[src/design/exp_golomb_bit_writer_defines.svh]
// ----------------------------------------------------------------------------
// Exp-Golomb bit writer assertion macros
// Shared property macros for the concurrent checks in the bit packer.
// ----------------------------------------------------------------------------
`ifndef EXP_GOLOMB_BIT_WRITER_DEFINES_SVH
`define EXP_GOLOMB_BIT_WRITER_DEFINES_SVH

// The consequent must hold in the same cycle as the antecedent.
`define EGBW_ASSERT_SAME(label, clk, rst_n, ante, cons, msg) \
    label: assert property (@(posedge clk) disable iff (!(rst_n)) (ante) |-> (cons)) \
        else $error(msg);

// The consequent must hold in the cycle after the antecedent.
`define EGBW_ASSERT_NEXT(label, clk, rst_n, ante, cons, msg) \
    label: assert property (@(posedge clk) disable iff (!(rst_n)) (ante) |=> (cons)) \
        else $error(msg);

`endif

[src/design/egbw_pkg.sv]
// ----------------------------------------------------------------------------
// Exp-Golomb bit writer package
// Operation codes, limits, sequencer states, the packer load word and a helper.
// ----------------------------------------------------------------------------
package egbw_pkg;

    localparam logic [2:0] FUNC_FIXED = 3'd0;
    localparam logic [2:0] FUNC_UE    = 3'd1;
    localparam logic [2:0] FUNC_SE    = 3'd2;
    localparam logic [2:0] FUNC_SCALE = 3'd3;
    localparam logic [2:0] FUNC_STOP  = 3'd4;

    localparam logic [7:0] SCALE_RESET    = 8'd8;
    localparam logic [5:0] MAX_FIXED_BITS = 6'd32;

    typedef enum logic [1:0] {
        S_IDLE,
        S_MAP,
        S_SIZE,
        S_RUN
    } t_state;

    typedef struct packed {
        logic        valid;
        logic [31:0] val;
        logic [5:0]  len;
        logic        flush;
    } t_pack_load;

    function automatic logic [4:0] f_msb_len(input logic [15:0] v);
        logic [4:0] len;
        len = 5'd0;
        for (int i = 0; i < 16; i++) begin
            if (v[i]) begin
                len = 5'(i + 1);
            end
        end
        return len;
    endfunction

endpackage

[src/design/egbw_code.sv]
// ----------------------------------------------------------------------------
// Exp-Golomb code mapper
// Saturates the code value and maps ue, se and scaling deltas to codeNum + 1.
// ----------------------------------------------------------------------------
module egbw_code
    import egbw_pkg::*;
(
    input  logic [2:0]         i_func,
    input  logic signed [16:0] i_coded_value,
    input  logic [7:0]         i_scale_value,
    input  logic               i_new_list,
    input  logic [7:0]         i_prev_scale,
    output logic [15:0]        o_v
);

    logic [15:0]        ue_sat;
    logic [7:0]         base;
    logic [7:0]         diff;
    logic signed [16:0] s;
    logic signed [16:0] neg;

    always_comb begin
        if (i_coded_value < 17'sd0) begin
            ue_sat = 16'd0;
        end else if (i_coded_value > 17'sd65534) begin
            ue_sat = 16'd65534;
        end else begin
            ue_sat = i_coded_value[15:0];
        end

        base = i_new_list ? SCALE_RESET : i_prev_scale;
        diff = i_scale_value - base;

        if (i_func == FUNC_SCALE) begin
            s = {{9{diff[7]}}, diff};
        end else if (i_coded_value > 17'sd32767) begin
            s = 17'sd32767;
        end else if (i_coded_value < -17'sd32767) begin
            s = -17'sd32767;
        end else begin
            s = i_coded_value;
        end
        neg = 17'sd0 - s;

        if (i_func == FUNC_UE) begin
            o_v = ue_sat + 16'd1;
        end else if (s > 17'sd0) begin
            o_v = {s[14:0], 1'b0};
        end else begin
            o_v = {neg[14:0], 1'b1};
        end
    end

endmodule

[src/design/egbw_pack.sv]
// ----------------------------------------------------------------------------
// Exp-Golomb bit packer
// Shared shift unit that moves up to one byte of code bits per cycle into
// the pending byte (a full byte waits on tready) and drives the output register.
// ----------------------------------------------------------------------------
`include "exp_golomb_bit_writer_defines.svh"

module egbw_pack
    import egbw_pkg::*;
(
    input  logic       i_clk,
    input  logic       i_rst_n,
    input  t_pack_load i_load,
    output logic       o_busy,
    output logic       o_m_axis_tvalid,
    input  logic       i_m_axis_tready,
    output logic [7:0] o_m_axis_tdata,
    output logic       o_m_axis_tlast
);

    logic [31:0] r_val,   n_val;
    logic [5:0]  r_left,  n_left;
    logic        r_flush, n_flush;
    logic [7:0]  r_pend,  n_pend;
    logic [3:0]  r_cnt,   n_cnt;
    logic        r_ov,    n_ov;
    logic [7:0]  r_ob,    n_ob;
    logic        r_ol,    n_ol;

    logic       out_free;
    logic       emit;
    logic [3:0] free;
    logic [3:0] take;

    assign out_free = !r_ov || i_m_axis_tready;
    assign free     = 4'd8 - r_cnt;

    always_comb begin
        n_val   = r_val;
        n_left  = r_left;
        n_flush = r_flush;
        n_pend  = r_pend;
        n_cnt   = r_cnt;
        n_ob    = r_ob;
        n_ol    = r_ol;
        emit    = 1'b0;
        take    = 4'd0;
        if (i_load.valid) begin
            n_val   = i_load.val << (6'd32 - i_load.len);
            n_left  = i_load.len;
            n_flush = i_load.flush;
        end else if (r_left != 6'd0) begin
            if (r_cnt == 4'd8) begin
                if (out_free) begin
                    emit   = 1'b1;
                    n_ob   = r_pend;
                    n_ol   = (r_left <= 6'd8) && !r_flush;
                    take   = (r_left >= 6'd8) ? 4'd8 : r_left[3:0];
                    n_pend = r_val[31:24];
                    n_cnt  = take;
                    n_val  = r_val << take;
                    n_left = r_left - {2'b00, take};
                end
            end else begin
                take   = (r_left >= {2'b00, free}) ? free : r_left[3:0];
                n_pend = r_pend | (r_val[31:24] >> r_cnt);
                n_cnt  = r_cnt + take;
                n_val  = r_val << take;
                n_left = r_left - {2'b00, take};
            end
        end else if (r_flush) begin
            if (out_free) begin
                emit    = 1'b1;
                n_ob    = r_pend;
                n_ol    = 1'b1;
                n_pend  = 8'd0;
                n_cnt   = 4'd0;
                n_flush = 1'b0;
            end
        end
        n_ov = emit || (r_ov && !i_m_axis_tready);
    end

    always_ff @(posedge i_clk) begin
        if (!i_rst_n) begin
            r_left  <= 6'd0;
            r_flush <= 1'b0;
            r_pend  <= 8'd0;
            r_cnt   <= 4'd0;
            r_ov    <= 1'b0;
        end else begin
            r_left  <= n_left;
            r_flush <= n_flush;
            r_pend  <= n_pend;
            r_cnt   <= n_cnt;
            r_ov    <= n_ov;
        end
    end

    always_ff @(posedge i_clk) begin
        r_val <= n_val;
        r_ob  <= n_ob;
        r_ol  <= n_ol;
    end

    assign o_busy          = (r_left != 6'd0) || r_flush;
    assign o_m_axis_tvalid = r_ov;
    assign o_m_axis_tdata  = r_ob;
    assign o_m_axis_tlast  = r_ol;

    `EGBW_ASSERT_SAME(a_load_idle, i_clk, i_rst_n, i_load.valid, !o_busy,
        "Packer loaded while still busy.")
    `EGBW_ASSERT_SAME(a_flush_nonempty, i_clk, i_rst_n, r_flush && (r_left == 6'd0),
        r_cnt != 4'd0, "Flush reached with an empty pending byte.")
    `EGBW_ASSERT_NEXT(a_emit_valid, i_clk, i_rst_n, emit,
        o_m_axis_tvalid, "Emitted word not presented on the output.")

endmodule

[src/design/exp_golomb_bit_writer.sv]
// ----------------------------------------------------------------------------
// Exp-Golomb bit writer
// Writes fixed fields, ue/se codes, scaling deltas and the RBSP stop bit
// into an MSB-first byte stream.
// ----------------------------------------------------------------------------
// Usage: one input word carries an operation in tuser and its operands in
// tdata. The output channel carries completed bytes; tlast marks the final
// byte caused by an input word. A full byte leaves only when a later bit
// needs room or the stop operation flushes it.
// Flow: an accepted word passes through code mapping and length sizing and
// is then packed step by step in the shared shifter, where a step fills the
// pending byte or emits it and starts the next one. A zero-width field loads
// no bits, an unused operation code skips the packer, and the input is not
// ready until the packer has drained its bits.
// Reset: the pending byte is cleared, no bits are held, the last scaling
// value is set to 8 and the output is empty.
// Stall: a byte waits in the output register while tready is low; the
// packer holds at the next emit and the input stays not ready.
// ----------------------------------------------------------------------------
module exp_golomb_bit_writer
    import egbw_pkg::*;
(
    input  logic        i_clk,
    input  logic        i_rst_n,
    input  logic        i_s_axis_tvalid,
    output logic        o_s_axis_tready,
    // [31:0] raw_bits, [37:32] field width, [54:38] coded_value,
    // [62:55] scale_value, [63] new_list
    input  logic [63:0] i_s_axis_tdata,
    // [2:0] func
    input  logic [2:0]  i_s_axis_tuser,
    output logic        o_m_axis_tvalid,
    input  logic        i_m_axis_tready,
    // [7:0] out_byte
    output logic [7:0]  o_m_axis_tdata,
    output logic        o_m_axis_tlast
);

    t_state r_state, n_state;

    logic [2:0]         r_func;
    logic [31:0]        r_raw;
    logic [5:0]         r_cnt;
    logic signed [16:0] r_cv;
    logic [7:0]         r_sv;
    logic               r_nl;
    logic [7:0]         r_prev_scale;
    logic [15:0]        r_v;

    logic       accept;
    logic       busy;
    logic [15:0] code_v;
    logic [4:0] msb_len;
    t_pack_load load;

    assign accept = i_s_axis_tvalid && o_s_axis_tready;

    egbw_code u_code (
        .i_func        (r_func),
        .i_coded_value (r_cv),
        .i_scale_value (r_sv),
        .i_new_list    (r_nl),
        .i_prev_scale  (r_prev_scale),
        .o_v           (code_v)
    );

    always_comb begin
        n_state = r_state;
        case (r_state)
            S_IDLE: begin
                if (accept) begin
                    n_state = S_MAP;
                end
            end
            S_MAP: begin
                n_state = S_SIZE;
            end
            S_SIZE: begin
                n_state = (r_func <= FUNC_STOP) ? S_RUN : S_IDLE;
            end
            S_RUN: begin
                if (!busy) begin
                    n_state = S_IDLE;
                end
            end
            default: begin
                n_state = S_IDLE;
            end
        endcase
    end

    assign msb_len = f_msb_len(r_v);

    always_comb begin
        o_s_axis_tready = (r_state == S_IDLE);
        load.valid = 1'b0;
        load.val   = 32'd0;
        load.len   = 6'd0;
        load.flush = 1'b0;
        if (r_state == S_SIZE) begin
            case (r_func)
                FUNC_FIXED: begin
                    load.valid = 1'b1;
                    load.val   = r_raw;
                    load.len   = (r_cnt > MAX_FIXED_BITS) ? MAX_FIXED_BITS : r_cnt;
                end
                FUNC_UE, FUNC_SE, FUNC_SCALE: begin
                    load.valid = 1'b1;
                    load.val   = {16'd0, r_v};
                    load.len   = {msb_len, 1'b0} - 6'd1;
                end
                FUNC_STOP: begin
                    load.valid = 1'b1;
                    load.val   = 32'd1;
                    load.len   = 6'd1;
                    load.flush = 1'b1;
                end
                default: begin
                    load.valid = 1'b0;
                end
            endcase
        end
    end

    always_ff @(posedge i_clk) begin
        if (!i_rst_n) begin
            r_state      <= S_IDLE;
            r_prev_scale <= SCALE_RESET;
        end else begin
            r_state <= n_state;
            if ((r_state == S_MAP) && (r_func == FUNC_SCALE)) begin
                r_prev_scale <= r_sv;
            end
        end
    end

    always_ff @(posedge i_clk) begin
        if (accept) begin
            r_func <= i_s_axis_tuser;
            r_raw  <= i_s_axis_tdata[31:0];
            r_cnt  <= i_s_axis_tdata[37:32];
            r_cv   <= signed'(i_s_axis_tdata[54:38]);
            r_sv   <= i_s_axis_tdata[62:55];
            r_nl   <= i_s_axis_tdata[63];
        end
        if (r_state == S_MAP) begin
            r_v <= code_v;
        end
    end

    egbw_pack u_pack (
        .i_clk           (i_clk),
        .i_rst_n         (i_rst_n),
        .i_load          (load),
        .o_busy          (busy),
        .o_m_axis_tvalid (o_m_axis_tvalid),
        .i_m_axis_tready (i_m_axis_tready),
        .o_m_axis_tdata  (o_m_axis_tdata),
        .o_m_axis_tlast  (o_m_axis_tlast)
    );

endmodule
[config.mk]
export PLATFORM = sky130hd
export DESIGN_NAME = exp_golomb_bit_writer
export DESIGN_NICKNAME = d
export VERILOG_FILES = /design/src/design/egbw_pkg.sv /design/src/design/egbw_code.sv /design/src/design/egbw_pack.sv /design/src/design/exp_golomb_bit_writer.sv
export VERILOG_INCLUDE_DIRS = /design/src /design/src/design
export SDC_FILE = /design/constraint.sdc
export NUM_CORES = 1
export LEC_CHECK = 0
export BUFFER_PORTS_ARGS = -buffer_cell sky130_fd_sc_hd__buf_2
export CAP_MARGIN = 0
export CORE_MARGIN = 3
export CORE_UTILIZATION = 48
export DETAILED_ROUTE_END_ITERATION = 12
export PLACE_DENSITY = 0.66
export SKIP_LAST_GASP = 1
export SYNTH_ARGS = -nofsm -noshare
export SYNTH_HDL_FRONTEND = slang
export SYNTH_SLANG_ARGS = --single-unit
[constraint.sdc]
create_clock -name i_clk -period 6.83 [get_ports i_clk]
set_input_delay 1.366 -clock i_clk [delete_from_list [all_inputs] [get_ports i_clk]]
set_output_delay 1.366 -clock i_clk [all_outputs]
set_load 0.005 [all_outputs]
==> After elaboration in Yosys (flattened, before gate mapping) <==
Cells that the tools add are included.
{ "totals": {"register_bits": 154, "word_cells": 150} }
{ "op_classes": {"muxes": 71, "shift": 4, "n_reduce_logical": 23, "n_bitwise": 2, "n_addsub": 9, "n_lt_le_gt_ge": 10, "eq_ne": 14} }
{ "op_table": {"columns": ["op", "count"], "rows": [
  ["$mux 32", 4],
  ["$pmux 38 s3", 1],
  ["$mux 8", 10],
  ["$mux 5", 15],
  ["$mux 16", 4],
  ["$shl 32x4->32", 2],
  ["$mux 17", 3],
  ["$mux 40", 1],
  ["$shl 32x6->32", 1],
  ["$mux 6", 5],
  ["$mux 4", 7],
  ["$gt 17x1->1 const B", 1],
  ["$gt 17x16->1 const B", 1],
  ["$gt 17x17->1 const B", 1],
  ["$lt 17x1->1 const B", 1],
  ["$lt 17x16->1 const B", 1],
  ["$mux 1", 17],
  ["$add 16x1->16 const B", 1],
  ["$sub 1x15->15 const A", 1],
  ["$sub 6x4->6", 2],
  ["$or 8x8->8", 1],
  ["$pmux 2 s4", 1],
  ["$reduce_and 4->1", 2],
  ["$shr 8x4->8", 1],
  ["32 further kinds", 49]
]} }

==> Depth between registers and ports, before layout <==
Gate-level depths: netlist of run 1.
{ "logic_depth": {"word_depth": 22, "ltp_mapped": 20, "depth_no_buf": 17} }

==> Hierarchy <==
From an unflattened synthesis of run 1, not the netlist that was laid out.
{ "unflattened": {"cells_unflattened": 1368, "area_unflattened_um2": 12300.5} }
{ "by_module_without_submodules": {"columns": ["mod", "cells_per_inst", "area_each_um2", "n_inst"], "rows": [
  ["egbw_pack", 848, 7024.2, 1],
  ["exp_golomb_bit_writer", 241, 3572.2, 1],
  ["egbw_code", 279, 1704.1, 1]
]} }

==> Worst setup path before layout of run 1 <==
Ideal clock, no wire load.
{ "synth_path": {"path_kind": "register to register", "startpoint": "reg u_pack.r_cnt[1]", "endpoint": "reg u_pack.r_left[5]", "stages_incl_launch_ff": 21, "setup_ns": 0.086, "n_path_buf": 4, "t_arrival_ns": 4.673, "period_less_slack_ns": 4.759, "setup_slack_ns": 2.071, "path_cell_list": "dfxtp_1 -> clkbuf_1 -> inv_1 -> ha_1 -> xor2_1 -> ha_1 -> a21oi_1 -> o21ai_0 -> a21o_1 -> a32o_1 -> inv_1 -> clkbuf_1 -> buf_2 -> clkbuf_1 -> ha_1 -> a21o_1 -> a21o_1 -> a2111oi_0 -> xor2_1 -> nor2_1 -> a211oi_1"} }
{ "synth_via": {"elab_chain_cells": 7, "word_cells_on_any_way": 10, "classes_between": "add/sub (2); order compare (1); eq/ne (2); mux (4); reduce/logical (1)"} }
{ "synth_rtl": {"columns": ["element", "line_no", "text"], "rows": [
  ["from (decl)", "egbw_pack.sv:25", "logic [3:0] r_cnt, n_cnt;"],
  ["from (signal assigned)", "egbw_pack.sv:95", "r_cnt <= n_cnt;"],
  ["$sub 4x4->4", "egbw_pack.sv:36", "assign free = 4'd8 - r_cnt;"],
  ["$ge 6x4->1", "egbw_pack.sv:65", "take = (r_left >= {2'b00, free}) ? free : r_left[3:0];"],
  ["$mux 4", "egbw_pack.sv:65", null],
  ["$sub 6x4->6", "egbw_pack.sv:69", "n_left = r_left - {2'b00, take};"],
  ["$mux 6", "egbw_pack.sv:53", "if (r_cnt == 4'd8) begin"],
  ["$mux 6", "egbw_pack.sv:52", "end else if (r_left != 6'd0) begin"],
  ["$mux 6", "egbw_pack.sv:48", "if (i_load.valid) begin"],
  ["to (signal assigned)", "egbw_pack.sv:92", "r_left <= n_left;"],
  ["to (decl)", "egbw_pack.sv:22", "logic [5:0] r_left, n_left;"]
]} }
Several ways; a longest one is shown, not always the timed one. The select of a mux whose other input is x is not followed.
A chain may end at the register's enable or synchronous reset.

==> Worst setup path in the final report of run 1 <==
{ "layout_path": {"startpoint": "reg r_func[1]", "endpoint": "reg u_pack.r_val[28], data pin"} }
{ "layout_via": {"elab_chain_cells": 7, "word_cells_on_any_way": 13, "classes_between": "add/sub (1); eq/ne (4); shift (1); mux (4); reduce/logical (3)"} }
{ "layout_rtl": {"columns": ["element", "line_no", "text"], "rows": [
  ["from (decl)", "exp_golomb_bit_writer.sv:41", "logic [2:0] r_func;"],
  ["from (signal assigned)", "exp_golomb_bit_writer.sv:139", "r_func <= i_s_axis_tuser;"],
  ["$eq 3x2->1 or $eq 3x1->1 (tied branches)", "exp_golomb_bit_writer.sv:101", "case (r_func)"],
  ["$reduce_or 3->1", "exp_golomb_bit_writer.sv:101", null],
  ["$pmux 38 s3", "exp_golomb_bit_writer.sv:101", null],
  ["$mux 40 *", "exp_golomb_bit_writer.sv:100", "if (r_state == S_SIZE) begin"],
  ["$sub 6x6->6", "egbw_pack.sv:49", "n_val = i_load.val << (6'd32 - i_load.len);"],
  ["$shl 32x6->32", "egbw_pack.sv:49", null],
  ["$mux 32 *", "egbw_pack.sv:48", null],
  ["net u_pack.n_val[28]", "egbw_pack.sv:21", "logic [31:0] r_val, n_val;"],
  ["to (signal assigned)", "egbw_pack.sv:101", "r_val <= n_val;"],
  ["to (decl)", "egbw_pack.sv:21", null]
]} }
Mark *: on every way through the listed nets, which the timed path passes. The rest lies on a longest branch.

==> impl_metrics.tcl, run 1 <==
set metrics [dict create \
    antenna_found_initial 0 \
    crit_path_end_kind "flip-flop" \
    timing.rr.start "r_func[1]" \
    power.share.combinational 0.589 \
    synth_compound_area_frac 0.2589 \
    period_share 0.7682 \
    worstSetupStartpointType "flip-flop" \
    grt_pass1_wl_um 54770 \
    synth_seq_cells 154 \
    dieHeight_um 164.0 \
    sw_frac_of_total 0.4854 \
    path_clk_slew_ns 0.07 \
    powerDensity_nw_per_um2 493.7 \
    hold_path.startpoint "u_pack.r_pend[4]" \
    least_setup_slack_across_all_paths_after_layout_ns 1.583 \
    worst_slew_margin_relative_to_its_limit 0.3417 \
    overflow 0 \
    detailedRoute.firstPassIterationCount 6 \
    avgSynthCellArea_sq_um 9.301 \
    antennaDiodeCount 0 \
    max-cap-violations 0 \
    via_count_normalized_by_instance_count 6.617 \
    vdd_ir_max_mv 0.2823 \
    post_synth_fa_ha_maj_area_fraction 0.03091 \
    yosys-top-cells-count "sky130_fd_sc_hd__edfxtp_1, sky130_fd_sc_hd__nor2_1, sky130_fd_sc_hd__o21ai_0, sky130_fd_sc_hd__nand2_1, sky130_fd_sc_hd__a21oi_1" \
    clk_path_buf_depth 2 \
    timing.critical_path.fanout_max 42 \
    ys_types 91 \
    setup_repair_after_global_routing_missed_its_margin "no" \
    detail_route.wl_per_cell_um 21.04 \
    synthSimpleGateAreaFrac 0.1689 \
    synth_top_cell_by_area "sky130_fd_sc_hd__edfxtp_1" \
    post_layout_net_count 1415 \
    post_cts_resize_count 0 \
    grt_max_degree 69 \
    cts_buffers 17 \
    yosys_most_used_dff "sky130_fd_sc_hd__edfxtp_1" \
    largest_family_of_logic_cells_by_synthesized_area "compound AO/OA/AOI/OAI gates" \
    ys_seq_area_frac 0.3609 \
    drive_gt1_frac 0.1504 \
    critical_path_type "flip-flop to flip-flop" \
    synth-edff-count 124 \
    post_route_drc_violation_count 0 \
    num_rows 57 \
    critical_path_required_ns 7.00 \
    dp_cells 1622 \
    setup_violations 0 \
    power_switching_uw 3160 \
    placed_cell_area_sq_um 12590 \
    timing.reg2reg.setup_slack_ns 1.58 \
    min-delay-path-class "flip-flop to flip-flop" \
    max_freq_mhz 190.6 \
    timing.rr.end "u_pack.r_val[28]" \
    core_area_sq_um 24390 \
    p_leak_uw 0.004626 \
    clock_latency_ns 0.44 \
    synth.area.top_cells "sky130_fd_sc_hd__edfxtp_1, sky130_fd_sc_hd__mux2i_1, sky130_fd_sc_hd__dfxtp_1" \
    synthesis.yosys.warnings 0 \
    timing_max_transition_violations_final 0 \
    fillerInstances 2255 \
    finalWorstPathRequiredPeriod_ns 5.247 \
    post-dp-hpwl_um 25220 \
    timing.hold.worst_path_depth 0 \
    cts_tree "yes" \
    start_util 0.4912 \
    syn_to_final_growth_pct 10.08 \
    place_ws_ns 1.679 \
    stdcell_area_sq_um 13190 \
    cts.repair_timing.setup_buffer_count 0 \
    syn_nets 1386 \
    ctsRootBufferMaster "sky130_fd_sc_hd__clkbuf_16" \
    detail_route.iter0.violations 1153 \
    worst_pin_slew_ns 0.9874 \
    p_int_uw 3351 \
    synth.top_cell.area_share 0.3108 \
    power.clock.fraction 0.150 \
    io_pins 82 \
    seq_power_share 0.261 \
    place_congestion 0.9823 \
    ant_nets 0 \
    post_synth_xor_area_fraction 0.02193 \
    worst_clock_skew_ns 0.01570 \
    yosysMostFrequentCell "sky130_fd_sc_hd__edfxtp_1" \
    die_width_um 164.0 \
    critPathArrivalTime_ns 5.41 \
    grt_pass1_vias 9866 \
    status "completed" \
    reg2reg_depth 12 \
    route.vias.total 10944 \
    grt_util_all_layers 0.2561 \
    port_buffers 81 \
    synthesis.instances 1288 \
    yosys-mux-area-fraction 0.1145 \
    synth-async-reset-ratio 0 \
    cts_htree_levels 4 \
    syn_area_sq_um 11980 \
    post_route_insts_no_fill 1654 \
    hold_violations 0 \
    fp.dieArea_sq_um 26890 \
    final.setup.tns_ns 0 \
    clock_sink_count 154 \
    postRouteWirelength_um 34800 \
    postCtsHoldBufs 0 \
    timing.hold.worst_endpoint "u_pack.o_m_axis_tdata[4]" \
]
cells in the final DEF (no fill, tap or decap), drive strengths merged, types with 12 or more instances in the layout:
| cell type | instances |
|---|---|
| or3 | 12 |
| nand2b | 19 |
| o31ai | 20 |
| o22ai | 19 |
| mux4 | 21 |
| a2111oi | 29 |
| o21ai | 90 |
| a31oi | 12 |
| edfxtp | 124 |
| a21boi | 17 |
| nand3 | 32 |
| nor2b | 13 |
| o21a | 22 |
| a22oi | 17 |
| xor2 | 18 |
| nand2 | 80 |
| nor3 | 36 |
| buf | 101 |
| clkbuf | 24 |
| a211oi | 60 |
| mux2i | 65 |
| nor3b | 16 |
| inv | 43 |
| nor4 | 22 |
| nor2 | 93 |
| a21oi | 76 |
| o211ai | 20 |
| mux2 | 22 |
| dfxtp | 30 |
| ha | 24 |
| and2 | 12 |
| xnor2 | 12 |
power groups by stage:
stage / Clock, uW / Combinational (uW) / Sequential [uW]
final: 977 / 3830 / 1700
after global placement: 0 / 3690 / 1710
after detailed placement: 0 / 3680 / 1710
after global routing: 1030 / 4130 / 1730
after CTS: 994 / 3700 / 1690
after floorplan: 0 / 2810 / 1570
metrics by stage:
stage | utilization | hold slack, ns | total power [uW]
floorplan | - | 0.4086 | 4375
global placement | 0.5161 | 0.4202 | 5398
detailed placement | 0.5161 | 0.4192 | 5389
CTS | 0.5407 | 0.4366 | 6385
global route | 0.5407 | 0.4487 | 6890
finish | 0.5407 | 0.4351 | 6511
per-layer routing:
layer  wire length, um  up-vias  GRT usage
met1             16010     5237     0.3883
met2             15110      539     0.3730
li1                  -     5118          -
met3              3072       50    0.05170
met4               600        0    0.06574
met5                 0        -          0
cell families after synthesis:
group / count (synthesis)
xor gates and xnor gates: 30
and+or+nand+nor: 388
DFF: 154
muxes: 108
buffers and inverters: 130
adders and majority gates: 28
AOI/OAI and AO/OA: 450
sequential cells by signal (all words and copies together), names as in the netlist, 2 cells and up:
register               cells
r_sv                       8
u_pack.o_m_axis_tdata      8
u_pack.r_val              32
r_state                    2
r_func                     3
r_cv                      17
r_cnt                      6
r_v                       16
r_raw                     32
u_pack.r_cnt               4
r_prev_scale               8
u_pack.r_pend              8
u_pack.r_left              6
area by class of cell:
type / count / area, sq um / area share
Multi-Input combinational cell: 1004 / 7154 / 0.5425
Inverter: 39 / 147.6 / 0.01120
Sequential cell: 154 / 4324 / 0.3279
Clock buffer: 24 / 536.8 / 0.04070
Clock inverter: 8 / 63.81 / 0.004839
Tap cell: 324 / 405.4 / 0.03074
Timing Repair Buffer: 101 / 555.5 / 0.04213
critical path, cell delays in order, from the launching register on:
cell and delay (ns):
sky130_fd_sc_hd__edfxtp_1 0.36, sky130_fd_sc_hd__buf_4 0.26, sky130_fd_sc_hd__o21ai_0 0.28, sky130_fd_sc_hd__o211a_1 0.19
sky130_fd_sc_hd__buf_4 0.41, sky130_fd_sc_hd__clkinv_2 0.34, sky130_fd_sc_hd__ha_1 1.04, sky130_fd_sc_hd__inv_1 0.63
sky130_fd_sc_hd__mux4_2 0.65, sky130_fd_sc_hd__o21ai_0 0.10, sky130_fd_sc_hd__o21ai_0 0.14, sky130_fd_sc_hd__a22oi_1 0.40
sky130_fd_sc_hd__o31ai_1 0.14
how the worst max path moves through the flow:
stage | cells past startpoint | startpoint | end | slack, ns
floorplan | 20 | u_pack.r_cnt[1] | u_pack.r_left[5] | 2.07
global placement | 12 | r_func[0] | u_pack.r_val[28] | 1.80
detailed placement | 12 | r_func[1] | u_pack.r_val[28] | 1.68
CTS | 12 | r_func[1] | u_pack.r_val[28] | 1.62
global route | 12 | r_func[1] | u_pack.r_val[28] | 1.19
finish | 12 | r_func[1] | u_pack.r_val[28] | 1.58
Note: power is estimated with default switching activity, not from simulation.
==> run 2, diff against run 1 <==
ABC_AREA = 1   (was default)
PLACE_DENSITY = 0.68   (was 0.66)
clock period = 4.4 ns   (was 6.83 ns; I/O delays follow)
==> impl_metrics.tcl, run 2 <==
set metrics [dict create \
    status "completed" \
    drive_gt1_frac 0.1239 \
    power.share.combinational 0.613 \
    clock_sink_count 154 \
    period_share 0.9131 \
    synth-async-reset-ratio 0 \
    seq_power_share 0.241 \
    detailedRoute.firstPassIterationCount 6 \
    post_layout_net_count 1780 \
    via_count_normalized_by_instance_count 5.334 \
    ctsRootBufferMaster "sky130_fd_sc_hd__clkbuf_16" \
    post_route_drc_violation_count 0 \
    syn_nets 1728 \
    setup_violations 0 \
    grt_pass1_vias 9890 \
    place_ws_ns 0.4806 \
    grt_max_degree 69 \
    p_leak_uw 0.005942 \
    postRouteWirelength_um 30260 \
    sw_frac_of_total 0.4959 \
    final_common_cell "sky130_fd_sc_hd__nand2_1" \
    yosys-top-cells-count "sky130_fd_sc_hd__nand2_1, sky130_fd_sc_hd__inv_1, sky130_fd_sc_hd__o21ai_0, sky130_fd_sc_hd__edfxtp_1, sky130_fd_sc_hd__nor2_1" \
    grt_pass1_wl_um 50110 \
    hold_violations 0 \
    synth.area.top_cells "sky130_fd_sc_hd__edfxtp_1, sky130_fd_sc_hd__nand2_1, sky130_fd_sc_hd__o21ai_0" \
    critical_path_required_ns 4.78 \
    ys_types 58 \
    route.vias.total 10742 \
    clk_path_buf_depth 2 \
    timing_max_transition_violations_final 0 \
    power_switching_uw 5100 \
    setup_repair_after_global_routing_missed_its_margin "no" \
    final.setup.tns_ns 0 \
    start_util 0.4906 \
    max_freq_mhz 248.9 \
    synthesis.yosys.warnings 0 \
    ant_nets 0 \
    final-seq-area_sq_um 4324 \
    clock_latency_ns 0.44 \
    dieHeight_um 161.4 \
    yosys_most_used_dff "sky130_fd_sc_hd__edfxtp_1" \
    antenna_found_initial 0 \
    hold_path.startpoint "u_pack.r_pend[4]" \
    multi_input_comb_area_sq_um 6122 \
    die_width_um 161.4 \
    timing.rr.end "u_pack.r_left[5]" \
    worst_slew_margin_relative_to_its_limit 0.3855 \
    worstSetupStartpointType "flip-flop" \
    fp.dieArea_sq_um 26040 \
    post-dp-hpwl_um 23100 \
    synth_seq_cells 154 \
    fillerInstances 2345 \
    num_rows 56 \
    yosysMostFrequentCell "sky130_fd_sc_hd__nand2_1" \
    detail_route.wl_per_cell_um 15.03 \
    path_clk_slew_ns 0.07 \
    port_buffers 81 \
    p_int_uw 5185 \
    min-delay-path-class "flip-flop to flip-flop" \
    io_pins 82 \
    power.clock.fraction 0.146 \
    critPathArrivalTime_ns 4.39 \
    cts_htree_levels 4 \
    postCtsHoldBufs 0 \
    layout_common_cells "sky130_fd_sc_hd__nand2_1, sky130_fd_sc_hd__inv_1, sky130_fd_sc_hd__o21ai_0, sky130_fd_sc_hd__edfxtp_1, sky130_fd_sc_hd__nor2_1" \
    syn_to_final_growth_pct 10.37 \
    overflow 0 \
    registers_with_the_highest_flip_flop_counts "r_raw: 32 flops, u_pack.r_val: 32 flops, r_cv: 17 flops" \
    timing.critical_path.fanout_max 11 \
    core_area_sq_um 23610 \
    timing.hold.worst_path_depth 0 \
    cts_tree "yes" \
    least_setup_slack_across_all_paths_after_layout_ns 0.3823 \
    place_congestion 0.9511 \
    crit_path_end_kind "flip-flop" \
    synth-edff-count 124 \
    avgSynthCellArea_sq_um 7.107 \
    timing.rr.start "u_pack.r_cnt[1]" \
    powerDensity_nw_per_um2 804.4 \
    worst_pin_slew_ns 0.9196 \
    syn_area_sq_um 11580 \
    timing.reg2reg.setup_slack_ns 0.38 \
    cts.repair_timing.setup_buffer_count 0 \
    synth.top_cell.area_share 0.3214 \
    ys_seq_area_frac 0.3733 \
    timing.hold.worst_endpoint "u_pack.o_m_axis_tdata[4]" \
    vdd_ir_max_mv 0.4830 \
    fin_worst_hold_slack_ns 0.4361 \
    max-cap-violations 0 \
    synthesis.instances 1630 \
    reg2reg_depth 21 \
    critical_path_type "flip-flop to flip-flop" \
    finalWorstPathRequiredPeriod_ns 4.018 \
    worst_clock_skew_ns 0.01530 \
    antennaDiodeCount 0 \
    cts_buffers 17 \
    post_cts_resize_count 0 \
    detail_route.iter0.violations 874 \
    grt_util_all_layers 0.2364 \
    synth_top_cell_by_area "sky130_fd_sc_hd__edfxtp_1" \
]
-- run 2: how the worst max path moves through the flow --
stage | startpoint | to | depth (start not counted)
3_5_place_dp | u_pack.r_cnt[1] | u_pack.r_left[5] | 23
3_3_place_gp | u_pack.r_cnt[1] | u_pack.r_left[5] | 23
2_1_floorplan | i_s_axis_tvalid | r_cnt[0] | 1
6_report | u_pack.r_cnt[1] | u_pack.r_left[5] | 21
4_1_cts | u_pack.r_cnt[1] | u_pack.r_left[5] | 23
5_1_grt | u_pack.r_cnt[1] | u_pack.r_left[5] | 21
-- run 2: power by group through the flow --
stage | logic (uW) | clock network, uW | registers [uW]
CTS | 6260 | 1520 | 2480
global route | 7210 | 1590 | 2530
floorplan | 4810 | 0 | 2430
detailed placement | 6220 | 0 | 2520
finish | 6300 | 1500 | 2480
global placement | 6200 | 0 | 2510
-- run 2: layer usage --
layer	vias up	part of all wire	routed length, um	global-route usage
met4	0	0.017	527	0.06961
li1	5526	-	-	-
met3	39	0.064	1940	0.03334
met1	4829	0.48	14600	0.3515
met5	-	0	0	0
met2	348	0.44	13190	0.3590
-- run 2: metrics by stage --
step	cell area (sq um)	std cells	util	power [uW]
global route	12790	2014	0.5415	11330
global placement	12190	1982	0.5162	8715
floorplan	11590	1630	-	7240
CTS	12790	2014	0.5415	10270
finish	12790	2014	0.5415	10290
detailed placement	12190	1982	0.5162	8739
-- run 2: critical path, stage by stage (launching register included) --
cell	delay [ns]
sky130_fd_sc_hd__dfxtp_1	0.50
sky130_fd_sc_hd__inv_1	0.24
sky130_fd_sc_hd__ha_1	0.27
sky130_fd_sc_hd__xnor2_1	0.20
sky130_fd_sc_hd__inv_1	0.07
sky130_fd_sc_hd__ha_1	0.18
sky130_fd_sc_hd__a21oi_1	0.27
sky130_fd_sc_hd__nand4_4	0.19
sky130_fd_sc_hd__o21ai_0	0.31
sky130_fd_sc_hd__or2_1	0.17
sky130_fd_sc_hd__nand2_2	0.08
sky130_fd_sc_hd__ha_1	0.34
sky130_fd_sc_hd__a21oi_1	0.16
sky130_fd_sc_hd__inv_1	0.05
sky130_fd_sc_hd__a31oi_1	0.19
sky130_fd_sc_hd__nor2_1	0.08
sky130_fd_sc_hd__nor3_1	0.20
sky130_fd_sc_hd__xor2_1	0.18
sky130_fd_sc_hd__nand2_1	0.07
sky130_fd_sc_hd__nand3_1	0.08
sky130_fd_sc_hd__o211ai_1	0.09
sky130_fd_sc_hd__inv_1	0.06
-- run 2: layout make-up --
type / count / share of cell area
well taps: 319 / 0.03122
repair buffers: 103 / 0.04560
flip-flops and latches: 154 / 0.3382
clock inverters: 14 / 0.01155
multi-input cells: 1205 / 0.4788
inverters: 201 / 0.05940
clock buffers: 18 / 0.03523
-- run 2: cells by family after synthesis --
logic type | Yosys count | share of synthesized area
adder cells (fa/ha/maj) | 27 | 0.03111
XOR/XNOR | 20 | 0.01577
flip-flops | 154 | 0.3733
multiplexers | 19 | 0.01642
buffers and inverters | 271 | 0.09947
AO/OA/AOI/OAI | 330 | 0.1613
AND/OR/NAND/NOR | 809 | 0.3027
==> run 3, diff against run 2 <==
CORE_ASPECT_RATIO = 1.25   (was default)
==> impl_metrics.tcl, run 3 (same netlist as run 2, synthesis figures left out) <==
set metrics [dict create \
    status "completed" \
    cpPeakStageDelay_ns 0.51 \
    num_rows 62 \
    grt_max_degree 45 \
    cts_tree "yes" \
    post_cts_resize_count 0 \
    finalWorstPathRequiredPeriod_ns 3.997 \
    clock_latency_ns 0.42 \
    grt_pass1_vias 10256 \
    setup_repair_after_global_routing_missed_its_margin "no" \
    fillerInstances 2295 \
    place_congestion 0.9631 \
    critical_path_required_ns 4.69 \
    ant_nets 0 \
    die_width_um 145.0 \
    io_pins 82 \
    dieHeight_um 179.7 \
    postRouteWirelength_um 30450 \
    power.share.combinational 0.624 \
    overflow 0 \
    detail_route.iter0.violations 782 \
    cts_buffers 17 \
    cts_htree_levels 4 \
    max-cap-violations 0 \
    syn_to_final_growth_pct 10.34 \
    worst_clock_skew_ns 0.01049 \
    cp_cell_instances "inv_1 > ha_1 > xnor2_1 > inv_1 > ha_1 > nand2_1 > nor2_2 > o21ai_2 > nand4_4 > nand2_1 > o211ai_1 > nand2_2 > buf_4 > o21ai_0 > o21ai_0 > mux2i_1 > o22ai_1 > inv_1 > nand2_1" \
    start_util 0.4961 \
    timing.critical_path.fanout_max 41 \
    p_leak_uw 0.005950 \
    power.clock.fraction 0.138 \
    post_route_drc_violation_count 0 \
    cp.buffers_inverters 4 \
    registers_with_the_highest_flip_flop_counts "r_raw: 32 flops, u_pack.r_val: 32 flops, r_cv: 17 flops" \
    clock_sink_count 154 \
    worstSetupStartpointType "flip-flop" \
    detailedRoute.firstPassIterationCount 6 \
    post-dp-hpwl_um 23390 \
    period_share 0.9084 \
    p_int_uw 5267 \
    path_clk_slew_ns 0.07 \
    timing_max_transition_violations_final 0 \
    clk_path_buf_depth 2 \
    post_layout_net_count 1784 \
    critPathArrivalTime_ns 4.29 \
    max_freq_mhz 250.2 \
    vdd_ir_max_mv 0.6217 \
    crit_path_top_delay_cell "sky130_fd_sc_hd__dfxtp_1" \
    critical_path_type "flip-flop to flip-flop" \
    min-delay-path-class "flip-flop to flip-flop" \
    worst_slew_margin_relative_to_its_limit 0.3841 \
    grt_pass1_wl_um 50920 \
    worst_pin_slew_ns 0.9216 \
    antenna_found_initial 0 \
    power_switching_uw 5162 \
    sw_frac_of_total 0.4949 \
    place_ws_ns 0.5211 \
    route.vias.total 10800 \
    setup_violations 0 \
    grt_util_all_layers 0.2344 \
    layout_common_cells "sky130_fd_sc_hd__nand2_1, sky130_fd_sc_hd__inv_1, sky130_fd_sc_hd__o21ai_0, sky130_fd_sc_hd__edfxtp_1, sky130_fd_sc_hd__nor2_1" \
    cts.repair_timing.setup_buffer_count 0 \
    p_total_uw 10430 \
    detail_route.wl_per_cell_um 15.08 \
    final.setup.tns_ns 0 \
    least_setup_slack_across_all_paths_after_layout_ns 0.4029 \
    final_design_utilization 0.5474 \
    timing.critical_path.max_delay_family "compound AO/OA/AOI/OAI gates" \
    port_buffers 81 \
    drive_gt1_frac 0.1242 \
    fp.dieArea_sq_um 26050 \
    final_common_cell "sky130_fd_sc_hd__nand2_1" \
    hold_violations 0 \
    ctsRootBufferMaster "sky130_fd_sc_hd__clkbuf_16" \
    antennaDiodeCount 0 \
    core_area_sq_um 23350 \
    postCtsHoldBufs 0 \
    via_count_normalized_by_instance_count 5.349 \
    crit_path_end_kind "flip-flop" \
    powerDensity_nw_per_um2 815.9 \
    seq_power_share 0.238 \
]
==> run 3: worst reg2reg max path, cell delays in order (launching register included) <==
cell	delay, ns
sky130_fd_sc_hd__dfxtp_1	0.51
sky130_fd_sc_hd__inv_1	0.24
sky130_fd_sc_hd__ha_1	0.27
sky130_fd_sc_hd__xnor2_1	0.21
sky130_fd_sc_hd__inv_1	0.08
sky130_fd_sc_hd__ha_1	0.30
sky130_fd_sc_hd__nand2_1	0.08
sky130_fd_sc_hd__nor2_2	0.05
sky130_fd_sc_hd__o21ai_2	0.07
sky130_fd_sc_hd__nand4_4	0.15
sky130_fd_sc_hd__nand2_1	0.11
sky130_fd_sc_hd__o211ai_1	0.10
sky130_fd_sc_hd__nand2_2	0.10
sky130_fd_sc_hd__buf_4	0.36
sky130_fd_sc_hd__o21ai_0	0.20
sky130_fd_sc_hd__o21ai_0	0.43
sky130_fd_sc_hd__mux2i_1	0.24
sky130_fd_sc_hd__o22ai_1	0.23
sky130_fd_sc_hd__inv_1	0.07
sky130_fd_sc_hd__nand2_1	0.06
==> run 3: final timing paths <==
| check | from | endpoint | slack [ns] | cells past startpoint |
|---|---|---|---|---|
| min | u_pack.r_pend[4] | u_pack.o_m_axis_tdata[4] | 0.43 | 0 |
| min reg2reg | u_pack.r_pend[4] | u_pack.o_m_axis_tdata[4] | 0.43 | 0 |
| max | u_pack.r_cnt[1] | u_pack.r_val[16] | 0.40 | 19 |
| max reg2reg | u_pack.r_cnt[1] | u_pack.r_val[16] | 0.40 | 19 |
==> run 3: area by class of cell <==
type                            count  area (sq um)  area share
Timing Repair Buffer              107         613.1     0.04796
Tap cell                          320         400.4     0.03132
Clock buffer                       22         475.5     0.03720
Clock inverter                     10         87.58    0.006852
Multi-Input combinational cell   1205          6122      0.4790
Inverter                          201         759.5     0.05942
Sequential cell                   154          4324      0.3383
==> run 3: per-layer routing <==
metal	routed length (um)	global-route usage	vias up	share of wire
li1	-	-	5530	-
met1	13620	0.3136	4857	0.45
met2	14400	0.3868	327	0.47
met3	1316	0.02796	86	0.043
met4	1116	0.09924	0	0.037
met5	0	0	-	0
==> run 3: stage by stage <==
stage | hold slack (ns) | cells | area [sq um]
after floorplan | 0.4082 | 1630 | 11590
after global placement | 0.4173 | 1987 | 12220
after detailed placement | 0.4194 | 1987 | 12220
after CTS | 0.4366 | 2019 | 12780
after global routing | 0.4448 | 2019 | 12780
final | 0.4346 | 2019 | 12780
==> run 3: power by group through the flow <==
stage,Combinational [uW],Clock [uW],Sequential (uW)
2_1_floorplan,4810,0,2430
3_3_place_gp,6370,0,2500
3_5_place_dp,6380,0,2510
4_1_cts,6430,1470,2480
5_1_grt,7380,1530,2520
6_report,6510,1440,2480
